--- config.mk ---
export PLATFORM = sky130hd
export DESIGN_NAME = ip_power_state_request_sequencer_unit
export DESIGN_NICKNAME = d
export VERILOG_FILES = /design/src/rtl/pss_pkg.sv /design/src/rtl/pss_out_buf.sv /design/src/rtl/ip_power_state_request_sequencer_unit.sv
export SDC_FILE = /design/constraint.sdc
export NUM_CORES = 1
export LEC_CHECK = 0
export ABC_CLOCK_PERIOD_IN_PS = 11300
export BUFFER_PORTS_ARGS = -buffer_cell sky130_fd_sc_hd__clkbuf_2
export CAP_MARGIN = 20
export CORE_ASPECT_RATIO = 1.5
export CORE_UTILIZATION = 53
export DETAILED_ROUTE_END_ITERATION = 8
export HOLD_SLACK_MARGIN = 0.06
export PLACE_DENSITY = 0.73
export SYNTH_ARGS = -nofsm -noshare
export SYNTH_HDL_FRONTEND = slang
export SYNTH_HIERARCHICAL = 1
export SYNTH_SLANG_ARGS = --single-unit
--- constraint.sdc ---
create_clock -name aclk -period 11.3 [get_ports aclk]
set_input_delay 1.695 -clock aclk [delete_from_list [all_inputs] [get_ports aclk]]
set_output_delay 1.695 -clock aclk [all_outputs]
set_load 0.005 [all_outputs]
--- src/rtl/pss_pkg.sv ---
package pss_pkg;

    // Field widths of the transfer payloads and configuration registers.
    localparam int ADDR_W    = 48;
    localparam int BYTES_W   = 19;
    localparam int TAG_W     = 16;
    localparam int FUNC_W    = 2;
    localparam int MODE_W    = 2;
    localparam int IO_LAT_W  = 8;
    localparam int CYC_W     = 16;
    localparam int SKIP_W    = 20;
    localparam int PDATA_W   = 32;
    localparam int PADDR_W   = 4;
    localparam int REG_IDX_W = 2;

    // Saturation limits of the internal counters.
    localparam logic [CYC_W-1:0]  IDLE_MAX = '1;
    localparam logic [SKIP_W-1:0] SKIP_MAX = '1;

    // Defaults for the top-level parameters.
    localparam int LINE_BYTES_DEF = 64;
    localparam int MAX_LINES_DEF  = 4096;
    localparam int ADDR_BITS_DEF  = 48;

    // Item kinds.
    localparam logic [FUNC_W-1:0] FUNC_TICK = 2'd0;
    localparam logic [FUNC_W-1:0] FUNC_REQ  = 2'd1;
    localparam logic [FUNC_W-1:0] FUNC_RESP = 2'd2;

    // Reported power mode codes.
    localparam logic [MODE_W-1:0] MODE_ACTIVE = 2'd0;
    localparam logic [MODE_W-1:0] MODE_LOW    = 2'd1;
    localparam logic [MODE_W-1:0] MODE_IDLE   = 2'd2;

    // Configuration register indexes.
    localparam logic [REG_IDX_W-1:0] REG_IO_LATENCY  = 2'd0;
    localparam logic [REG_IDX_W-1:0] REG_ENTER       = 2'd1;
    localparam logic [REG_IDX_W-1:0] REG_LOW_EXIT    = 2'd2;
    localparam logic [REG_IDX_W-1:0] REG_IDLE_EXIT   = 2'd3;

    // Internal power state, one-hot.
    typedef enum logic [2:0] {
        PM_ACTIVE = 3'b001,
        PM_LOW    = 3'b010,
        PM_IDLE   = 3'b100
    } pm_state_t;

    // One result item.
    typedef struct packed {
        logic              job_taken;
        logic              line_sent;
        logic [ADDR_W-1:0] line_addr;
        logic              line_is_read;
        logic              job_done;
        logic [TAG_W-1:0]  done_tag;
        logic [MODE_W-1:0] power_mode;
        logic              did_work;
    } res_t;

endpackage

--- src/rtl/pss_out_buf.sv ---
module pss_out_buf (
    input  logic              aclk,
    input  logic              aresetn,
    input  logic              push_valid,
    output logic              push_ready,
    input  pss_pkg::res_t     push_data,
    output logic              pop_valid,
    input  logic              pop_ready,
    output pss_pkg::res_t     pop_data
);

    logic          main_valid_reg;
    logic          skid_valid_reg;
    pss_pkg::res_t main_data_reg;
    pss_pkg::res_t skid_data_reg;
    logic          push;
    logic          pop;

    // Input side stays open until the skid entry is occupied.
    assign push_ready = !skid_valid_reg;
    assign push       = push_valid && push_ready;
    assign pop        = main_valid_reg && pop_ready;
    assign pop_valid  = main_valid_reg;
    assign pop_data   = main_data_reg;

    // Valid flags of the two entries.
    always_ff @(posedge aclk) begin
        if (!aresetn) begin
            main_valid_reg <= 1'b0;
            skid_valid_reg <= 1'b0;
        end else if (skid_valid_reg) begin
            if (pop) begin
                skid_valid_reg <= 1'b0;
            end
        end else if (push) begin
            if (main_valid_reg && !pop) begin
                skid_valid_reg <= 1'b1;
            end
            main_valid_reg <= 1'b1;
        end else if (pop) begin
            main_valid_reg <= 1'b0;
        end
    end

    // Payload moves from the skid entry or straight from the input.
    always_ff @(posedge aclk) begin
        if (skid_valid_reg) begin
            if (pop) begin
                main_data_reg <= skid_data_reg;
            end
        end else if (push) begin
            if (main_valid_reg && !pop) begin
                skid_data_reg <= push_data;
            end else begin
                main_data_reg <= push_data;
            end
        end
    end

endmodule

--- src/rtl/ip_power_state_request_sequencer_unit.sv ---
// Power-managed request sequencer. Every item (tick, job request or memory
// response) yields a single result, which is registered in the output buffer
// that drives the m_ channel; with the result side ready, one item is
// accepted every cycle. A two-entry output buffer keeps s_ready high while
// one result waits, so input only stalls after two results are held back.
// All state updates for an item happen in the cycle it is accepted, so the
// block never stalls on its own. Registers are written and read over the
// APB port, which has no wait states; write them only while the block is idle.
module ip_power_state_request_sequencer_unit #(
    parameter int LINE_BYTES = pss_pkg::LINE_BYTES_DEF,
    parameter int MAX_LINES  = pss_pkg::MAX_LINES_DEF,
    parameter int ADDR_BITS  = pss_pkg::ADDR_BITS_DEF
) (
    input  logic                          aclk,
    input  logic                          aresetn,
    // Configuration port
    input  logic                          psel,
    input  logic                          penable,
    input  logic                          pwrite,
    input  logic [pss_pkg::PADDR_W-1:0]   paddr,
    input  logic [pss_pkg::PDATA_W-1:0]   pwdata,
    output logic [pss_pkg::PDATA_W-1:0]   prdata,
    output logic                          pready,
    // Input channel
    input  logic                          s_valid,
    output logic                          s_ready,
    input  logic [pss_pkg::FUNC_W-1:0]    s_func,
    input  logic                          s_mem_accept,
    input  logic [pss_pkg::ADDR_W-1:0]    s_job_addr,
    input  logic [pss_pkg::BYTES_W-1:0]   s_job_bytes,
    input  logic                          s_job_is_read,
    input  logic [pss_pkg::TAG_W-1:0]     s_job_tag,
    // Result channel
    output logic                          m_valid,
    input  logic                          m_ready,
    output logic                          m_job_taken,
    output logic                          m_line_sent,
    output logic [pss_pkg::ADDR_W-1:0]    m_line_addr,
    output logic                          m_line_is_read,
    output logic                          m_job_done,
    output logic [pss_pkg::TAG_W-1:0]     m_done_tag,
    output logic [pss_pkg::MODE_W-1:0]    m_power_mode,
    output logic                          m_did_work
);

    localparam int LCNT_W = $clog2(MAX_LINES + 1);
    localparam int LRAW_W = pss_pkg::BYTES_W + 1;
    localparam int PROD_W = pss_pkg::IO_LAT_W + LCNT_W;
    localparam int NA_W   = (ADDR_BITS < pss_pkg::ADDR_W) ? ADDR_BITS : pss_pkg::ADDR_W;
    localparam logic [LRAW_W-1:0] MAX_LINES_RAW = LRAW_W'(MAX_LINES);
    localparam logic [LCNT_W-1:0] MAX_LINES_CNT = LCNT_W'(MAX_LINES);

    // Configuration registers
    logic [pss_pkg::IO_LAT_W-1:0] io_latency_reg;
    logic [pss_pkg::CYC_W-1:0]    enter_cycles_reg;
    logic [pss_pkg::CYC_W-1:0]    low_exit_reg;
    logic [pss_pkg::CYC_W-1:0]    idle_exit_reg;
    logic [pss_pkg::REG_IDX_W-1:0] reg_idx;
    logic                          cfg_write;

    // Sequencer state
    pss_pkg::pm_state_t          pm_reg, pm_next;
    logic                        busy_reg, busy_next;
    logic [pss_pkg::CYC_W-1:0]   idle_reg, idle_next;
    logic [pss_pkg::CYC_W-1:0]   wake_reg, wake_next;
    logic [pss_pkg::SKIP_W-1:0]  skip_reg, skip_next;
    logic [LCNT_W-1:0]           left_reg, left_next;
    logic [LCNT_W-1:0]           total_reg, total_next;
    logic [LCNT_W-1:0]           resp_reg, resp_next;
    logic [NA_W-1:0]             addr_reg, addr_next;
    logic                        dir_reg, dir_next;
    logic [pss_pkg::TAG_W-1:0]   tag_reg, tag_next;

    // Helpers for one item
    logic                        s_fire;
    logic [pss_pkg::CYC_W-1:0]   idle_bump;
    logic [pss_pkg::CYC_W-1:0]   idle_low;
    logic [pss_pkg::SKIP_W-1:0]  skip_dec;
    logic                        busy_stay;
    logic [LRAW_W-1:0]           bytes_round;
    logic [LRAW_W-1:0]           lines_raw;
    logic [LCNT_W-1:0]           lines_sat;
    logic [PROD_W-1:0]           skip_prod;
    logic [pss_pkg::SKIP_W-1:0]  skip_sat;
    logic [pss_pkg::CYC_W-1:0]   exit_delay;
    pss_pkg::res_t               res;
    pss_pkg::res_t               out_data;
    logic                        buf_ready;

    // APB register access, no wait states.
    assign pready    = 1'b1;
    assign reg_idx   = paddr[pss_pkg::PADDR_W-1:2];
    assign cfg_write = psel && penable && pwrite && pready;

    always_ff @(posedge aclk) begin
        if (!aresetn) begin
            io_latency_reg   <= pss_pkg::IO_LAT_W'(1);
            enter_cycles_reg <= pss_pkg::CYC_W'(1000);
            low_exit_reg     <= pss_pkg::CYC_W'(100);
            idle_exit_reg    <= pss_pkg::CYC_W'(1000);
        end else if (cfg_write) begin
            case (reg_idx)
                pss_pkg::REG_IO_LATENCY: io_latency_reg   <= pwdata[pss_pkg::IO_LAT_W-1:0];
                pss_pkg::REG_ENTER:      enter_cycles_reg <= pwdata[pss_pkg::CYC_W-1:0];
                pss_pkg::REG_LOW_EXIT:   low_exit_reg     <= pwdata[pss_pkg::CYC_W-1:0];
                pss_pkg::REG_IDLE_EXIT:  idle_exit_reg    <= pwdata[pss_pkg::CYC_W-1:0];
                default: ;
            endcase
        end
    end

    always_comb begin
        case (reg_idx)
            pss_pkg::REG_IO_LATENCY: prdata = pss_pkg::PDATA_W'(io_latency_reg);
            pss_pkg::REG_ENTER:      prdata = pss_pkg::PDATA_W'(enter_cycles_reg);
            pss_pkg::REG_LOW_EXIT:   prdata = pss_pkg::PDATA_W'(low_exit_reg);
            pss_pkg::REG_IDLE_EXIT:  prdata = pss_pkg::PDATA_W'(idle_exit_reg);
            default:                 prdata = '0;
        endcase
    end

    assign s_ready = buf_ready;
    assign s_fire  = s_valid && s_ready;

    // Job sizing: lines rounded up and clamped, then the processing charge.
    assign bytes_round = {1'b0, s_job_bytes} + LRAW_W'(LINE_BYTES - 1);
    assign lines_raw   = LRAW_W'(bytes_round / LINE_BYTES);
    assign lines_sat   = (lines_raw > MAX_LINES_RAW) ? MAX_LINES_CNT : LCNT_W'(lines_raw);
    assign skip_prod   = PROD_W'(io_latency_reg) * PROD_W'(lines_sat);
    assign skip_sat    = (32'(skip_prod) > 32'(pss_pkg::SKIP_MAX)) ? pss_pkg::SKIP_MAX
                                                                   : pss_pkg::SKIP_W'(skip_prod);
    assign exit_delay  = (pm_reg == pss_pkg::PM_LOW) ? low_exit_reg : idle_exit_reg;

    // Saturating idle counts and the skip countdown.
    assign idle_bump = (idle_reg == pss_pkg::IDLE_MAX) ? idle_reg
                                                       : idle_reg + pss_pkg::CYC_W'(1);
    assign idle_low  = (pm_reg == pss_pkg::PM_LOW) ? idle_bump : idle_reg;
    assign skip_dec  = (skip_reg != '0) ? skip_reg - pss_pkg::SKIP_W'(1) : skip_reg;
    assign busy_stay = busy_reg && (resp_reg < total_reg);

    // Next state and result for the accepted item.
    always_comb begin
        pm_next    = pm_reg;
        busy_next  = busy_reg;
        idle_next  = idle_reg;
        wake_next  = wake_reg;
        skip_next  = skip_reg;
        left_next  = left_reg;
        total_next = total_reg;
        resp_next  = resp_reg;
        addr_next  = addr_reg;
        dir_next   = dir_reg;
        tag_next   = tag_reg;
        res        = '0;

        if (s_fire) begin
            case (s_func)
                pss_pkg::FUNC_TICK: begin
                    idle_next = idle_low;
                    if (wake_reg != '0) begin
                        // Wake-up delay running: count down, no work.
                        wake_next = wake_reg - pss_pkg::CYC_W'(1);
                        if (wake_reg == pss_pkg::CYC_W'(1)) begin
                            pm_next   = pss_pkg::PM_ACTIVE;
                            idle_next = '0;
                        end
                    end else if (idle_low >= enter_cycles_reg) begin
                        // Idle long enough: drop one power stage, if not already idle.
                        case (pm_reg)
                            pss_pkg::PM_ACTIVE: pm_next = pss_pkg::PM_LOW;
                            pss_pkg::PM_LOW:    pm_next = pss_pkg::PM_IDLE;
                            default:            pm_next = pm_reg;
                        endcase
                        idle_next = '0;
                    end else if (pm_reg == pss_pkg::PM_ACTIVE) begin
                        res.did_work = 1'b1;
                        skip_next    = skip_dec;
                        if (skip_dec == '0) begin
                            // Completion once every response is in.
                            if (busy_reg && !busy_stay) begin
                                busy_next     = 1'b0;
                                resp_next     = '0;
                                left_next     = '0;
                                res.job_done  = 1'b1;
                                res.done_tag  = tag_reg;
                            end
                            if (!busy_stay) begin
                                idle_next = idle_bump;
                            end else if (left_reg != '0 && s_mem_accept) begin
                                res.line_sent    = 1'b1;
                                res.line_addr    = pss_pkg::ADDR_W'(addr_reg);
                                res.line_is_read = dir_reg;
                                left_next        = left_reg - LCNT_W'(1);
                                addr_next        = addr_reg + NA_W'(LINE_BYTES);
                            end
                        end
                    end
                end
                pss_pkg::FUNC_REQ: begin
                    if (!busy_reg) begin
                        res.job_taken = 1'b1;
                        busy_next     = 1'b1;
                        left_next     = lines_sat;
                        total_next    = lines_sat;
                        resp_next     = '0;
                        addr_next     = s_job_addr[NA_W-1:0];
                        dir_next      = s_job_is_read;
                        tag_next      = s_job_tag;
                        idle_next     = '0;
                        skip_next     = skip_sat;
                        // A sleeping block starts its wake-up delay, or wakes at once if it is zero.
                        if (pm_reg != pss_pkg::PM_ACTIVE) begin
                            if (exit_delay == '0) begin
                                pm_next = pss_pkg::PM_ACTIVE;
                            end else begin
                                wake_next = exit_delay;
                            end
                        end
                    end
                end
                pss_pkg::FUNC_RESP: begin
                    if (resp_reg < MAX_LINES_CNT) begin
                        resp_next = resp_reg + LCNT_W'(1);
                    end
                end
                default: ;
            endcase
        end

        case (pm_next)
            pss_pkg::PM_ACTIVE: res.power_mode = pss_pkg::MODE_ACTIVE;
            pss_pkg::PM_LOW:    res.power_mode = pss_pkg::MODE_LOW;
            default:            res.power_mode = pss_pkg::MODE_IDLE;
        endcase
    end

    always_ff @(posedge aclk) begin
        if (!aresetn) begin
            pm_reg    <= pss_pkg::PM_IDLE;
            busy_reg  <= 1'b0;
            idle_reg  <= '0;
            wake_reg  <= '0;
            skip_reg  <= '0;
            left_reg  <= '0;
            total_reg <= '0;
            resp_reg  <= '0;
            addr_reg  <= '0;
            dir_reg   <= 1'b0;
            tag_reg   <= '0;
        end else begin
            pm_reg    <= pm_next;
            busy_reg  <= busy_next;
            idle_reg  <= idle_next;
            wake_reg  <= wake_next;
            skip_reg  <= skip_next;
            left_reg  <= left_next;
            total_reg <= total_next;
            resp_reg  <= resp_next;
            addr_reg  <= addr_next;
            dir_reg   <= dir_next;
            tag_reg   <= tag_next;
        end
    end

    // Result buffer toward the m_ channel.
    pss_out_buf u_out_buf (
        .aclk       (aclk),
        .aresetn    (aresetn),
        .push_valid (s_valid),
        .push_ready (buf_ready),
        .push_data  (res),
        .pop_valid  (m_valid),
        .pop_ready  (m_ready),
        .pop_data   (out_data)
    );

    assign m_job_taken    = out_data.job_taken;
    assign m_line_sent    = out_data.line_sent;
    assign m_line_addr    = out_data.line_addr;
    assign m_line_is_read = out_data.line_is_read;
    assign m_job_done     = out_data.job_done;
    assign m_done_tag     = out_data.done_tag;
    assign m_power_mode   = out_data.power_mode;
    assign m_did_work     = out_data.did_work;

endmodule

==> run metrics, run 1 <==
worst reg2reg setup slack=5.46 ns; Largest stage delay, worst path=0.65 ns; multiplexer share of the synthesized area=0.0600; Hold Buf Count CTS=0; die height=252 um; H-tree depth reported by CTS=2; CP required=11.73 ns; router iterations before antenna repair=5; cells after synthesis=2,471; final clock skew=0.0225 ns; critical path class=in -> reg; Final nets=2,865; sequential area share after synthesis=0.390; Period minus WS final=8.02 ns; Static Leak=slightly below 10 nW; Peak VDD IR=0.117 mV; yosys warns=6; final setup fails=0; status=complete, no violations; Starting Density=0.538; hold endpoint=addr_reg[4]; clk slew on worst S/H paths=roughly 0.060 ns; reg2reg start=idle_reg[4]; Worst Hold Depth=2; Synth Register Bits=360; XOR/XNOR share of the synthesized area=0.0202; via count=approximately 19,000; Worst Setup Start Kind=primary input; worst reg-to-reg path cell count=19; CTS buffer count=36; CTS resizes=0; slowest CP cell=nor2_1; largest family of logic cells by synthesized area=simple AND/OR/NAND/NOR gates; Worst EP arrival=between 8 and 9 ns; top-count cell post-synth=nand2_1; first-pass GRT wire length=94,200 um; vias in the first global route=18,500; die area=42,500 um^2; # clock sinks=360; Area Overhead vs Synth=10.9%; Worst-Skew Late Latency=0.55 ns; # rows=91; Slew HR=0.316; fraction of registers with async set/reset=0; Routed WL=approximately 60,000 um; GRT overflow=0; Crit. End Element=flop; dpl cell area=23,400 um^2; total track usage=0.275; die width=169 um; Synth area leader=dfxtp_1; DRC=0; FMAX=0.125 GHz; Adder-Cell Fraction of Synth Area=0.103; worst-margin pin slew=a little over 1 ns; max-slew violations=0; synth unique cells=79; RSZ-0062 raised after global routing=no; EDFF count, synth=142; peak fanout along the critical path=14; initial antenna violation count=0; I/O Buffers=200; Antenna Nets Post-Route=0; Crit path top cell by count=fa_1; post-route cell area=24,500 um^2; vias per cell=5.98; Synth top area share=0.197; TNS Setup=0 ns; RePlAce Congestion=0.903; pwr dens=~130 nW/um^2; Detailed Place HPWL=42,600 um; Mapped Avg Cell Area=8.95 um^2; max cap viols=0; largest net degree at the start of global routing=85; Synth top cells by count=nand2_1, dfxtp_1, a21oi_1; Synth Area in Compound Gates=0.151; Synth Flop Type=dfxtp_1; core footprint=a little over 40,000 um^2; TritonCTS clock tree=yes; r2r endpoint=resp_reg[12]; mapped cell area=~22,000 um^2; final hold vios=0; setup bufs post-CTS=0; I/O pin total=236; hold_sp=addr_reg[4]; cells taking the most area after synthesis=dfxtp_1, edfxtp_1, nand2_1; antenna cells=0; CTS max path bufs=3; final period utilization=0.710; Hold Path Class=reg -> reg; post-synthesis simple-gate area fraction=0.219; Routed WL per cell=18.5 um; layout cell share with drive strength beyond 1=0.161; 1st-iter DRT viols=about 1,200; clk root buf=clkbuf_16
[power by group]
part           total [mW]  switching, mW  internal [mW]
Clock                1.16          0.515          0.645
Combinational       0.516          0.327          0.189
Sequential           1.44         0.0374           1.40
Total                3.12          0.880           2.24
[through the flow]
stage               utilization  worst slack (ns)  hold WS (ns)  total power [mW]  cells
finish                    0.597              3.28         0.451              3.12   3176
global route              0.597              2.90         0.472              3.23   3176
CTS                       0.597              3.36         0.452              3.13   3176
detailed placement        0.569              2.82         0.443              1.98   3112
global placement          0.569              2.94         0.437              1.97   3112
floorplan                     -              3.83         0.432              1.80   2486
[metal layers]
metal / part of all wire / GRT usage / vias up
met3: 0.052 / 0.0346 / 194
li1: - / - / 8967
met4: 0.059 / 0.162 / 0
met5: 0 / 0 / -
met2: 0.50 / 0.488 / 722
met1: 0.39 / 0.315 / 9105
[logic make-up (layout without fill, tap and decap cells)]
family,count (synthesis),after routing
xor gates and xnor gates,51,51
adders and majority gates,143,143
AOI/OAI and AO/OA,511,511
DFF,360,360
other,2,17
muxes,112,112
buffers and inverters,295,427
and+or+nand+nor,997,997
[critical path, delay by kind of cell]
family | cells | cell delay (ns)
AND/OR/NAND/NOR | 8 | 2.50
adder cells (fa/ha/maj) | 5 | 2.33
buffers and inverters | 4 | 0.40
AO/OA/AOI/OAI | 7 | 1.37
XOR/XNOR | 1 | 0.12
[layout make-up]
cell class                      instances  area [um^2]
Sequential cell                       360         8630
Clock inverter                         12          113
Inverter                              136          513
Multi-Input combinational cell       1831        12400
Clock buffer                           52         1000
Tap cell                              558          698
Fill cell                            3561        16600
Timing Repair Buffer                  227         1200
[how the worst max path moves through the flow]
stage,startpoint,endpoint,cells past startpoint
5_1_grt,s_job_bytes[7],skip_reg[0],25
4_1_cts,s_job_bytes[4],skip_reg[7],25
2_1_floorplan,s_job_bytes[4],skip_reg[10],23
3_5_place_dp,s_job_bytes[4],skip_reg[10],25
6_report,s_job_bytes[4],skip_reg[7],25
3_3_place_gp,s_job_bytes[4],skip_reg[0],25
[placed cells by master, fill, tap and decap left out, drive strengths merged, types with 20 or more instances in the layout]
cell | netlist | routed
buf | 35 | 28
xnor2 | 35 | 35
dfxtp | 218 | 218
nand4 | 24 | 24
o221a | 22 | 22
edfxtp | 142 | 142
nand2 | 357 | 357
o211ai | 33 | 33
fa | 66 | 66
a21oi | 195 | 195
inv | 135 | 138
and2 | 158 | 158
nor4 | 25 | 25
ha | 77 | 77
clkbuf | 124 | 251
o31ai | 23 | 23
a31oi | 29 | 29
nor3 | 58 | 58
mux2 | 84 | 84
mux2i | 20 | 20
nor2 | 175 | 175
o21ai | 66 | 66
nand3 | 72 | 72
and3 | 26 | 26
No activity file was read; power rests on OpenSTA's default activity.
==> inputs of run 2 (changes only) <==
ABC_CLOCK_PERIOD_IN_PS = 6750   (was 11300)
PLACE_DENSITY = 0.76   (was 0.73)
clock period = 6.75 ns   (was 11.3 ns; I/O delays follow)
==> run 2 against run 1 <==
Against the previous run:
- core utilization grew 1.8 points
- first-iteration DRC count fell by 1.8%
- die area did not move
- worst hold slack worse by 0.0028 ns
- flip-flop and latch count unchanged
- design area is 3.0% higher
- non-clock buffer count is 82 higher
- total power increased by 69%
- sequential power grew 67%
- clock skew up 0.0030 ns
- critical path type unchanged
- largest power group unchanged
==> run metrics, run 2 (synthesized netlist as in run 1, its figures left out) <==
Total Power=5.27 mW (was 3.12 mW); Hold Path Class=reg -> reg (unchanged); Peak VDD IR=0.161 mV (was 0.117 mV); CTS buffer count=37 (was 36); Slew HR=0.330 (was 0.316); met3 GRT Util=0.0338 (was 0.0346); TritonCTS clock tree=yes (unchanged); Hold Buf Count CTS=0 (unchanged); Worst EP arrival=6.86 ns (was 8.45 ns); commonest cells after routing, fill and taps aside=nand2_1, dfxtp_1, clkbuf_2, a21oi_1, nor2_1 (unchanged); M2 GR Usage=0.513 (was 0.488); Detailed Place HPWL=44,400 um (was 42,600 um); pre-CTS WS=-0.530 ns (was 2.82 ns); Clock Power Share=0.373 (was 0.372); Sequential Power Share=0.458 (was 0.462); worst-margin pin slew=1.00 ns (was 1.03 ns); worst reg2reg setup slack=1.29 ns (was 5.46 ns); design internal power=3.77 mW (was 2.24 mW); Routed WL=60,900 um (was 58,800 um); die width=169 um (unchanged); layout cell share with drive strength beyond 1=0.196 (was 0.161); I/O Buffers=200 (unchanged); Largest stage delay, worst path=0.55 ns (was 0.65 ns); Period minus WS final=~6.4 ns; # rows=91 (unchanged); vias in the first global route=19,100 (was 18,500); H-tree depth reported by CTS=2 (unchanged); setup ws final=0.307 ns (was 3.28 ns); final hold vios=0 (unchanged); total track usage=0.282 (was 0.275); CTS max path bufs=3 (unchanged); max cap viols=0 (unchanged); post-route cell area=25,300 um^2 (was 24,500 um^2); max-slew violations=0 (unchanged); die height=252 um (unchanged); GRT overflow=0 (unchanged); final period utilization=0.954; Antenna Nets Post-Route=0 (unchanged); Comb pwr share=0.169 (was 0.166); via count=19,300 (was 19,000); RePlAce Congestion=0.984 (was 0.903); pwr dens=209 nW/um^2 (was 127 nW/um^2); Static Leak=10.3 nW (was 9.86 nW); peak fanout along the critical path=13 (was 14); dpl cell area=24,000 um^2 (was 23,400 um^2); Starting Density=0.538 (unchanged); Crit. End Element=flop (unchanged); CP required=7.17 ns (was 11.73 ns); Worst Setup Start Kind=primary input (unchanged); GRT Max-Usage Layer=met2 (unchanged); vias per cell=5.91 (was 5.98); M1 GR Usage=0.311 (was 0.315); register area=8630 um^2 (unchanged); initial antenna violation count=1 (was 0); first-pass GRT wire length=96,300 um (was 94,200 um); Final nets=2,948 (was 2,865); Worst-Skew Late Latency=0.56 ns (was 0.55 ns); die area=42,500 um^2 (unchanged); critical path class=in -> reg (unchanged); largest net degree at the start of global routing=85 (unchanged); status=complete, no violations (unchanged); fillers=3,391 (was 3,561); clk slew on worst S/H paths=0.06 ns (about the same); final hold slack=0.448 ns (was 0.451 ns); final clock skew=0.0255 ns (was 0.0225 ns); Routed WL per cell=18.7 um (was 18.5 um); Area Overhead vs Synth=14.3% (was 10.9%); router iterations before antenna repair=5 (unchanged); TNS Setup=0 ns (unchanged); slowest CP cell=fa_1 (was nor2_1); I/O pin total=236 (unchanged); core footprint=41,100 um^2 (unchanged); DRC=0 (unchanged); Sw Share=0.285 (was 0.282); Switch Pwr=1.50 mW (was 0.880 mW); most common cell after layout, fill and taps aside=nand2_1 (unchanged); clk root buf=clkbuf_16 (unchanged); final setup fails=0 (unchanged); area of the multi-input gates=12,500 um^2 (was 12,400 um^2); Crit path top cell by count=fa_1 (unchanged); 1st-iter DRT viols=1,176 (was 1,197); # clock sinks=360 (unchanged); FMAX=0.155 GHz
## run 2: cell count changes in the layout (fill, tap and decap cells not counted), sizes merged
cell	delta
clkinvlp	+4
buf	+82
inv	+2
clkinv	+2
diode	+1
clkbuf	-7
## run 2: layout make-up
| class | instances | area share |
|---|---|---|
| flip-flops and latches | 360 | 0.342 |
| diodes | 1 | 0.0000991 |
| repair buffers | 309 | 0.0722 |
| inverters | 136 | 0.0203 |
| clock inverters | 20 | 0.00634 |
| well taps | 558 | 0.0276 |
| clock buffers | 45 | 0.0386 |
| multi-input cells | 1831 | 0.493 |
## run 2: path summary, 6_finish.rpt
path,from,endpoint,depth (start not counted)
min,tag_reg[11],tag_reg[11],2
max reg2reg,idle_reg[4],addr_reg[6],20
min reg2reg,tag_reg[11],tag_reg[11],2
max,s_job_bytes[4],skip_reg[19],25
## run 2: stage by stage
| stage | cells | utilization |
|---|---|---|
| 3_3_place_gp | 3192 | 0.584 |
| 6_report | 3260 | 0.615 |
| 3_5_place_dp | 3193 | 0.584 |
| 2_1_floorplan | 2486 | - |
| 4_1_cts | 3258 | 0.612 |
| 5_1_grt | 3260 | 0.615 |
## run 2: per-layer routing
metal | share of wire | wire (um)
met1 | 0.38 | 22900
met2 | 0.51 | 30800
met3 | 0.056 | 3400
met4 | 0.063 | 3830
met5 | 0 | 0
## run 2: timing repair
item                       in CTS  in global routing
setup endpoints to repair       0                 20
resized for setup               0                 29
buffers inserted                0                  1
## run 2: worst max-delay path: cells and delay by family
family                   cells  cell delay (ns)
adder cells (fa/ha/maj)      5             2.33
AND/OR/NAND/NOR              6             1.49
buffers and inverters        5             0.54
AO/OA/AOI/OAI                8             1.32
XOR/XNOR                     1             0.14
## run 2: power by group through the flow
stage | combinational (mW) | clock, mW | sequential, mW
2_1_floorplan | 0.574 | 0 | 2.44
5_1_grt | 0.973 | 2.07 | 2.42
3_3_place_gp | 0.848 | 0 | 2.46
4_1_cts | 0.865 | 1.99 | 2.41
3_5_place_dp | 0.860 | 0 | 2.46
6_report | 0.889 | 1.97 | 2.41
